===== config.mk =====
export PLATFORM = sky130hd
export DESIGN_NAME = icr_cell
export DESIGN_NICKNAME = d
export VERILOG_FILES = /design/src/design/icr_pkg.sv /design/src/design/icr_cell.sv
export SDC_FILE = /design/constraint.sdc
export NUM_CORES = 1
export LEC_CHECK = 0
export ABC_AREA = 0
export BUFFER_PORTS_ARGS = -buffer_cell sky130_fd_sc_hd__buf_2
export CAP_MARGIN = 20
export CELL_PAD_IN_SITES_DETAIL_PLACEMENT = 0
export CELL_PAD_IN_SITES_GLOBAL_PLACEMENT = 1
export CORE_MARGIN = 1.5
export CORE_UTILIZATION = 42
export DETAILED_ROUTE_END_ITERATION = 8
export PLACE_DENSITY = 0.88
export RECOVER_POWER = 50
export SKIP_LAST_GASP = 1
export SYNTH_ARGS = -nofsm -noshare
export SYNTH_HDL_FRONTEND = slang
export SYNTH_SLANG_ARGS = --single-unit

===== constraint.sdc =====
create_clock -name clk -period 0.9 [get_ports clk]
set_input_delay 0 -clock clk [delete_from_list [all_inputs] [get_ports clk]]
set_output_delay 0 -clock clk [all_outputs]
set_load 0.005 [all_outputs]

===== src/design/icr_pkg.sv =====
// Package with widths, constants and the cell state type for the integer cube root.
`timescale 1ns / 1ps
package icr_pkg;

	// Input word width the root is taken over
	localparam int WORD_BITS = 64;
	// Fixed widths of the transfer fields
	localparam int VALUE_W   = 64;
	localparam int ROOT_W    = 22;
	// One root bit per three-bit group of the input word
	localparam int STEPS     = (WORD_BITS + 2) / 3;
	localparam int PAD_W     = 3 * STEPS;
	// Square of the partial root, and partial remainder with headroom for the group shift
	localparam int SQ_W      = 2 * ROOT_W;
	localparam int REM_W     = 2 * ROOT_W + 4;
	// Largest root of a 64-bit word
	localparam logic [ROOT_W-1:0] ROOT_MAX = ROOT_W'(2642245);

	// State handed from one cell to the next
	typedef struct packed {
		logic [PAD_W-1:0] x;    // input bits not yet consumed, next group at the top
		logic [REM_W-1:0] rem;  // partial remainder
		logic [ROOT_W-1:0] y;   // partial root
		logic [SQ_W-1:0] sq;    // y * y
	} icr_cell_t;

endpackage


===== src/design/icr_cell.sv =====
// One restoring cube root cell: settles one root bit from the next three input bits.
`timescale 1ns / 1ps
module icr_cell (
	input  logic              clk,
	input  logic              arst_n,
	input  logic              adv,
	input  logic              vld_in,
	input  icr_pkg::icr_cell_t st_in,
	output logic              vld_out,
	output icr_pkg::icr_cell_t st_out
);
	import icr_pkg::*;

	logic [2:0]        grp;
	logic [REM_W-1:0]  rem_sh;
	logic [ROOT_W-1:0] y2;
	logic [SQ_W-1:0]   sq4;
	logic [REM_W-1:0]  trial;
	logic              fits;
	icr_cell_t         st_d;
	icr_cell_t         st_q;
	logic              vld_q;

	// Bring down the next group and form the trial subtrahend 3*y2*(y2+1)+1
	always_comb begin
		grp    = st_in.x[PAD_W-1 -: 3];
		rem_sh = {st_in.rem[REM_W-4:0], grp};
		y2     = {st_in.y[ROOT_W-2:0], 1'b0};
		sq4    = {st_in.sq[SQ_W-3:0], 2'b00};
		trial  = REM_W'(sq4) + {REM_W'(sq4)} + {REM_W'(sq4)}
			+ REM_W'(y2) + REM_W'(y2) + REM_W'(y2) + REM_W'(1);
		fits   = rem_sh >= trial;
	end

	// Subtract when the trial fits and set the new root bit
	always_comb begin
		st_d.x   = {st_in.x[PAD_W-4:0], 3'b000};
		st_d.rem = fits ? (rem_sh - trial) : rem_sh;
		st_d.y   = {y2[ROOT_W-1:1], fits};
		st_d.sq  = fits ? (sq4 + SQ_W'(y2) + SQ_W'(y2) + SQ_W'(1)) : sq4;
	end

	// Hold the cell valid flag
	always_ff @(posedge clk or negedge arst_n) begin
		if (!arst_n) begin
			vld_q <= 1'b0;
		end else if (adv) begin
			vld_q <= vld_in;
		end
	end

	// Advance the payload
	always_ff @(posedge clk) begin
		if (adv) begin
			st_q <= st_d;
		end
	end

	assign vld_out = vld_q;
	assign st_out  = st_q;

endmodule


==> flow_metrics.env, run 1 <==
export IMPL_status="finished, violations left"
export IMPL_violated_checks="negative setup slack"
export IMPL_pin_count_of_the_biggest_net_entering_global_routing=43
export IMPL_grt_remaining_overflow=0
export IMPL_least_margin_pin_slew_ns=0.548
export IMPL_drtPass1Iterations=5
export IMPL_vias_per_inst=5.20
export IMPL_crit_arrival_ns=5.66
export IMPL_grt_usage_pct=27.0
export IMPL_power_static_leakage_nw=11.0
export IMPL_areaGrowthSynthToFinish_pct=64.4
export IMPL_io_pins=365
export IMPL_cts_sinks=177
export IMPL_postRouteAntennaNets=0
export IMPL_worst_setup_path_start_kind="input port"
export IMPL_worst_path_max_fanout=5
export IMPL_global_route_wire_length_before_repair_mm=72.6
export IMPL_portBuffers=354
export IMPL_routabilityCongestion=0.976
export IMPL_setup_viol=272
export IMPL_insertion_delay_ns=0.45
export IMPL_cts_inserted_buffers=17
export IMPL_ys_seq_area_share_pct=37.8
export IMPL_layout_setup_ws_ns=-4.55
export IMPL_ys_warnings_count=0
export IMPL_rsz0062_at_grt="true"
export IMPL_clock_tree_buffer_depth=2
export IMPL_ys_async_sr_fraction_pct=0.565
export IMPL_cts_tree="yes"
export IMPL_die_h_um=186
export IMPL_synth_edf_count=176
export IMPL_clk_pin_slew_ns=0.07
export IMPL_starting_density_pct=43.0
export IMPL_nNetsFinal=2738
export IMPL_finalMaxSlewViolations=0
export IMPL_worstSetupEndpointType="flip-flop"
export IMPL_drv_cap=0
export IMPL_synth_cells=1390
export IMPL_synth_largest_type_area_fraction_pct=37.6
export IMPL_max_vdd_ir_drop_mv=1.75
export IMPL_relSlewSlack_pct=63.4
export IMPL_crit_required_ns=1.11
export IMPL_worst_r2r_cell_count=1
export IMPL_utilization_pct=70.7
export IMPL_fin_crit_ns=5.45
export IMPL_synth_ff_type="edfxtp_1"
export IMPL_via_count=14630
export IMPL_finalCritPeriodShare_pct=605
export IMPL_totalWireLength_mm=48.9
export IMPL_synth_avg_cell_area_um2=10.1
export IMPL_worst_hold_path_type="input port to flip-flop"
export IMPL_mappedNetlistArea_um2=14100
export IMPL_initialDrtViolationCount=919
export IMPL_post_place_instance_area_um2=19600
export IMPL_core_um2=32700
export IMPL_via_count_of_the_first_global_routing_pass=14735
export IMPL_max_freq_mhz=184
export IMPL_die_w_um=186
export IMPL_finalSetupTns_ns=-420.22
export IMPL_flip_flop_and_latch_count_after_synthesis=177
export IMPL_count_of_standard_cell_rows=66
export IMPL_worst_setup_path_type="input port to flip-flop"
export IMPL_ys_top_cells_by_area="edfxtp_1, ha_1, fa_1"
export IMPL_layout_commonest_cell="buf_4"
export IMPL_place_hpwl_mm=34.9
export IMPL_clock_tree_htree_level_count=4
export IMPL_final_cell_mix="buf_4, buf_2, edfxtp_1"
export IMPL_synthDominantAreaCellType="edfxtp_1"
export IMPL_dieArea_um2=34600
export IMPL_postLayoutCellArea_um2=23100
export IMPL_clk_root_buffer_cell="clkbuf_16"
export IMPL_drive_above_1_share_pct=42.3
export IMPL_remaining_drc_errors=0
export IMPL_post_drt_wl_per_cell_um=17.4
export IMPL_report_final_hold_viol_count=0
export IMPL_synthDistinctLibCells=76
export IMPL_pwr_density_cell_nw_per_um2=2340
export IMPL_clock_skew_ns=0
export IMPL_whs_path_depth=4
export IMPL_initial_antenna_violation_count=3
## kinds of logic after synthesis
| kind of cell | after synthesis | share of synthesized area (%) |
|---|---|---|
| compound gates | 412 | 19.1 |
| xor+xnor | 117 | 7.29 |
| fa+ha+maj | 196 | 19.7 |
| buf+inv | 166 | 4.85 |
| flops | 177 | 37.8 |
| mux | 4 | 0.320 |
| other cells | 1 | 0.0267 |
| simple gates | 317 | 10.9 |
## power by group
part / switching, mW / internal, mW / total [mW]
clock network: 3.54 / 3.86 / 7.40
registers: 0.470 / 11.4 / 11.9
logic: 17.4 / 17.4 / 34.8
## registers in the layout, summed over array words and instances (netlist names)
register	cells
vld_out	1
st_out	176
## path summary, 6_finish.rpt
| check | from | end | slack, ns |
|---|---|---|---|
| min reg2reg | vld_out | vld_out | 0.54 |
| max in group asynchronous | arst_n | vld_out | 0.43 |
| min in group asynchronous | arst_n | vld_out | 0.37 |
| max | st_in[1] | st_out[39] | -4.55 |
| max reg2reg | vld_out | vld_out | 0.14 |
| min | st_in[2] | st_out[4] | 0.03 |
## worst max-delay path, stage by stage
cell	delay, ns
buf_8	0.08
inv_4	0.03
fa_1	0.54
inv_2	0.04
fa_1	0.48
ha_4	0.19
fa_2	0.40
a21oi_2	0.18
o211a_1	0.22
nor4_4	0.08
o221ai_2	0.25
a311oi_4	0.16
o41a_1	0.49
a31o_4	0.26
nor4_4	0.19
a311oi_4	0.09
ha_1	0.32
nand4_1	0.22
nor4_4	0.29
and3_4	0.23
o31a_4	0.23
o221a_4	0.23
buf_6	0.13
nand4_1	0.13
xnor2_1	0.17
## cells in the mapped netlist, types with 9 or more instances
| master | number |
|---|---|
| nand2b_1 | 9 |
| a21o_1 | 73 |
| fa_1 | 43 |
| nor2_1 | 62 |
| nand2_1 | 112 |
| and3_1 | 14 |
| o21a_1 | 13 |
| nand4_1 | 31 |
| xor2_1 | 50 |
| a211oi_1 | 9 |
| xnor2_1 | 67 |
| nor3_1 | 22 |
| ha_1 | 153 |
| edfxtp_1 | 176 |
| inv_1 | 116 |
| nand3_1 | 23 |
| o21ai_0 | 98 |
| nor4_1 | 12 |
| a21oi_1 | 113 |
| clkbuf_1 | 23 |
| buf_2 | 16 |
| o21bai_1 | 20 |
## final cells by class
class                      instances  area [um2]
sequential                       177        5310
antenna                            1        2.50
timing repair buffer             995        7320
clock buffer                      19         433
tap                              442         553
clock inverter                    13         128
fill                            2346        9590
multi-input combinational       1050        8900
inverter                         117         467
## timing repair
| action | 4_1_cts | 5_1_grt |
|---|---|---|
| gates resized for setup | 89 | 94 |
| hold endpoints to repair | 170 | 3 |
| setup buffers | 23 | 12 |
| pin swaps | 61 | 68 |
| hold buffers | 169 | 1 |
| gates cloned | 2 | 6 |
| endpoints found under the setup margin | 269 | 270 |
## per-stage QoR
stage	hold slack, ns	setup slack [ns]	total power [mW]	cells
2_1_floorplan	-0.296	-4.58	28.7	1393
3_3_place_gp	-0.223	-5.09	41.9	2570
3_5_place_dp	-0.224	-5.18	42.6	2570
4_1_cts	-0.00442	-4.35	52.3	2795
5_1_grt	0.0208	-4.69	57.5	2814
6_report	0.0290	-4.55	54.1	2814
## routing by layer
layer	GRT usage [%]	routed length [um]	vias up	part of all wire (%)
met1	33.0	20400	6966	42
met3	4.40	2880	112	5.9
met5	0	8	-	0.016
met4	12.9	1800	2	3.7
met2	46.3	23800	531	49
li1	-	-	7019	-
Note: power is estimated with default switching activity, not from simulation.
==> inputs of run 2 (changes only) <==
--- a/config.mk
+++ b/config.mk
@@ -11,10 +11,11 @@
 export CELL_PAD_IN_SITES_DETAIL_PLACEMENT = 0
 export CELL_PAD_IN_SITES_GLOBAL_PLACEMENT = 1
 export CORE_MARGIN = 1.5
-export CORE_UTILIZATION = 42
+export CORE_UTILIZATION = 38
 export DETAILED_ROUTE_END_ITERATION = 8
-export PLACE_DENSITY = 0.88
+export PLACE_DENSITY = 0.84
 export RECOVER_POWER = 50
+export SKIP_CTS_REPAIR_TIMING = 1
 export SKIP_LAST_GASP = 1
 export SYNTH_ARGS = -nofsm -noshare
 export SYNTH_HDL_FRONTEND = slang
==> constraint.sdc (replaced) <==
create_clock -name clk -period 4.7 [get_ports clk]
set_input_delay 0 -clock clk [delete_from_list [all_inputs] [get_ports clk]]
set_output_delay 0 -clock clk [all_outputs]
set_load 0.005 [all_outputs]
==> flow_metrics.env, run 2 (synthesis results as in run 1) <==
export IMPL_cts_inserted_buffers=17
export IMPL_post_place_ws_ns=-1.48
export IMPL_die_h_um=195
export IMPL_portBuffers=354
export IMPL_core_um2=36500
export IMPL_clk_pin_slew_ns=0.07
export IMPL_totalWireLength_mm=49.0
export IMPL_grt_remaining_overflow=0
export IMPL_cts_tree="yes"
export IMPL_routabilityCongestion=0.966
export IMPL_share_seq_of_total_power_pct=22.2
export IMPL_remaining_drc_errors=0
export IMPL_worstSetupEndpointType="flip-flop"
export IMPL_drtPass1Iterations=5
export IMPL_post_drt_wl_per_cell_um=18.1
export IMPL_layout_commonest_cell="buf_4"
export IMPL_initialDrtViolationCount=901
export IMPL_postRouteAntennaNets=0
export IMPL_post_layout_nonfiller_instances=2712
export IMPL_fillers=3039
export IMPL_combinationalPowerShare_pct=63.8
export IMPL_setup_viol=92
export IMPL_vias_per_inst=5.13
export IMPL_pwr_density_cell_nw_per_um2=471
export IMPL_drive_above_1_share_pct=37.1
export IMPL_crit_required_ns=4.90
export IMPL_internal_power_mw=6.16
export IMPL_largest_register_ffs=176
export IMPL_count_of_standard_cell_rows=70
export IMPL_clock_tree_htree_level_count=4
export IMPL_cts_sinks=177
export IMPL_clock_tree_buffer_depth=2
export IMPL_final_seq_area_um2=5310
export IMPL_final_cell_mix="buf_4, buf_2, edfxtp_1"
export IMPL_dieArea_um2=38100
export IMPL_power_switching_mw=4.11
export IMPL_max_vdd_ir_drop_mv=0.348
export IMPL_worst_setup_path_start_kind="input port"
export IMPL_worst_hold_path_type="input port to flip-flop"
export IMPL_layout_setup_ws_ns=-0.770
export IMPL_rsz0062_at_grt="true"
export IMPL_p_sw_share_pct=40.0
export IMPL_global_route_wire_length_before_repair_mm=69.3
export IMPL_power_static_leakage_nw=10.2
export IMPL_nNetsFinal=2609
export IMPL_grt_usage_pct=23.3
export IMPL_postLayoutCellArea_um2=21800
export IMPL_clock_skew_ns=0
export IMPL_starting_density_pct=38.5
export IMPL_worst_setup_path_type="input port to flip-flop"
export IMPL_status="finished, violations left"
export IMPL_multi_input_area_um2=8710
export IMPL_crit_arrival_ns=5.67
export IMPL_drv_cap=1
export IMPL_least_margin_pin_slew_ns=5.13
export IMPL_io_pins=365
export IMPL_utilization_pct=59.7
export IMPL_place_hpwl_mm=36.8
export IMPL_pwr_share_clk_pct=14.1
export IMPL_insertion_delay_ns=0.45
export IMPL_violated_checks="negative hold slack, max-capacitance violations, max-slew violations, negative setup slack"
export IMPL_finalMaxSlewViolations=87
export IMPL_max_freq_mhz=183
export IMPL_worst_path_max_fanout=9
export IMPL_post_place_instance_area_um2=18900
export IMPL_via_count=13906
export IMPL_place_detailed_instances=2505
export IMPL_die_w_um=195
export IMPL_finalCritPeriodShare_pct=116
export IMPL_report_final_hold_viol_count=4
export IMPL_initial_antenna_violation_count=4
export IMPL_clk_root_buffer_cell="clkbuf_16"
export IMPL_via_count_of_the_first_global_routing_pass=12803
export IMPL_areaGrowthSynthToFinish_pct=55.3
export IMPL_fin_crit_ns=5.47
export IMPL_relSlewSlack_pct=-242
export IMPL_pin_count_of_the_biggest_net_entering_global_routing=87
export IMPL_fin_worst_hold_slack_ns=-0.0137
-- run 2: worst paths after layout --
| path | cells after the start | endpoint | from | slack, ns |
|---|---|---|---|---|
| min in group asynchronous | 3 | vld_out | arst_n | 0.38 |
| max | 24 | st_out[67] | st_in[12] | -0.77 |
| max reg2reg | 1 | vld_out | vld_out | 3.95 |
| max in group asynchronous | 3 | vld_out | arst_n | 4.22 |
| min reg2reg | 1 | vld_out | vld_out | 0.51 |
| min | 3 | st_out[98] | st_in[95] | -0.01 |
-- run 2: cell type report --
| type | instances | area share, % |
|---|---|---|
| multi-input cells | 1050 | 39.9 |
| well taps | 468 | 2.68 |
| clock buffers | 18 | 1.97 |
| clock inverters | 14 | 0.688 |
| repair buffers | 866 | 28.3 |
| diodes | 2 | 0.0229 |
| flip-flops and latches | 177 | 24.3 |
| inverters | 117 | 2.10 |
-- run 2: per-stage QoR --
| step | hold slack, ns | setup TNS [ns] | total power, mW |
|---|---|---|---|
| 5_1_grt | -0.0121 | -95.18 | 11.0 |
| 3_3_place_gp | -0.226 | -115.34 | 8.16 |
| 2_1_floorplan | -0.296 | -61.65 | 5.49 |
| 6_report | -0.0137 | -59.26 | 10.3 |
| 3_5_place_dp | -0.223 | -122.77 | 8.23 |
| 4_1_cts | -0.710 | -81.22 | 9.74 |
-- run 2: power by group through the flow --
stage / logic [mW] / clock network (mW) / registers, mW
floorplan: 3.16 / 0 / 2.33
global placement: 5.85 / 0 / 2.31
detailed placement: 5.93 / 0 / 2.30
CTS: 5.98 / 1.48 / 2.28
global route: 7.14 / 1.54 / 2.31
finish: 6.55 / 1.45 / 2.28
-- run 2: critical path: stages --
cell and delay (ns):
buf_2 0.11, inv_2 0.07, fa_1 0.51, fa_1 0.54, inv_1 0.08, ha_4 0.29
nand4_1 0.19, a2111o_1 0.49, a21oi_4 0.25, nor4_4 0.07, o21a_1 0.24, nor4_1 0.28
buf_4 0.19, a2111oi_4 0.05, xor2_1 0.22, ha_2 0.34, a21o_1 0.21, a211o_1 0.34
a21oi_2 0.18, o21ai_4 0.13, buf_12 0.15, nor2_8 0.17, buf_12 0.19, mux2_2 0.35
-- run 2: per-layer routing --
layer / global-route usage (%) / part of all wire (%)
met1: 31.2 / 43
met2: 39.2 / 48
met3: 3.23 / 5.5
met4: 7.18 / 3.0
met5: 0 / 0.069
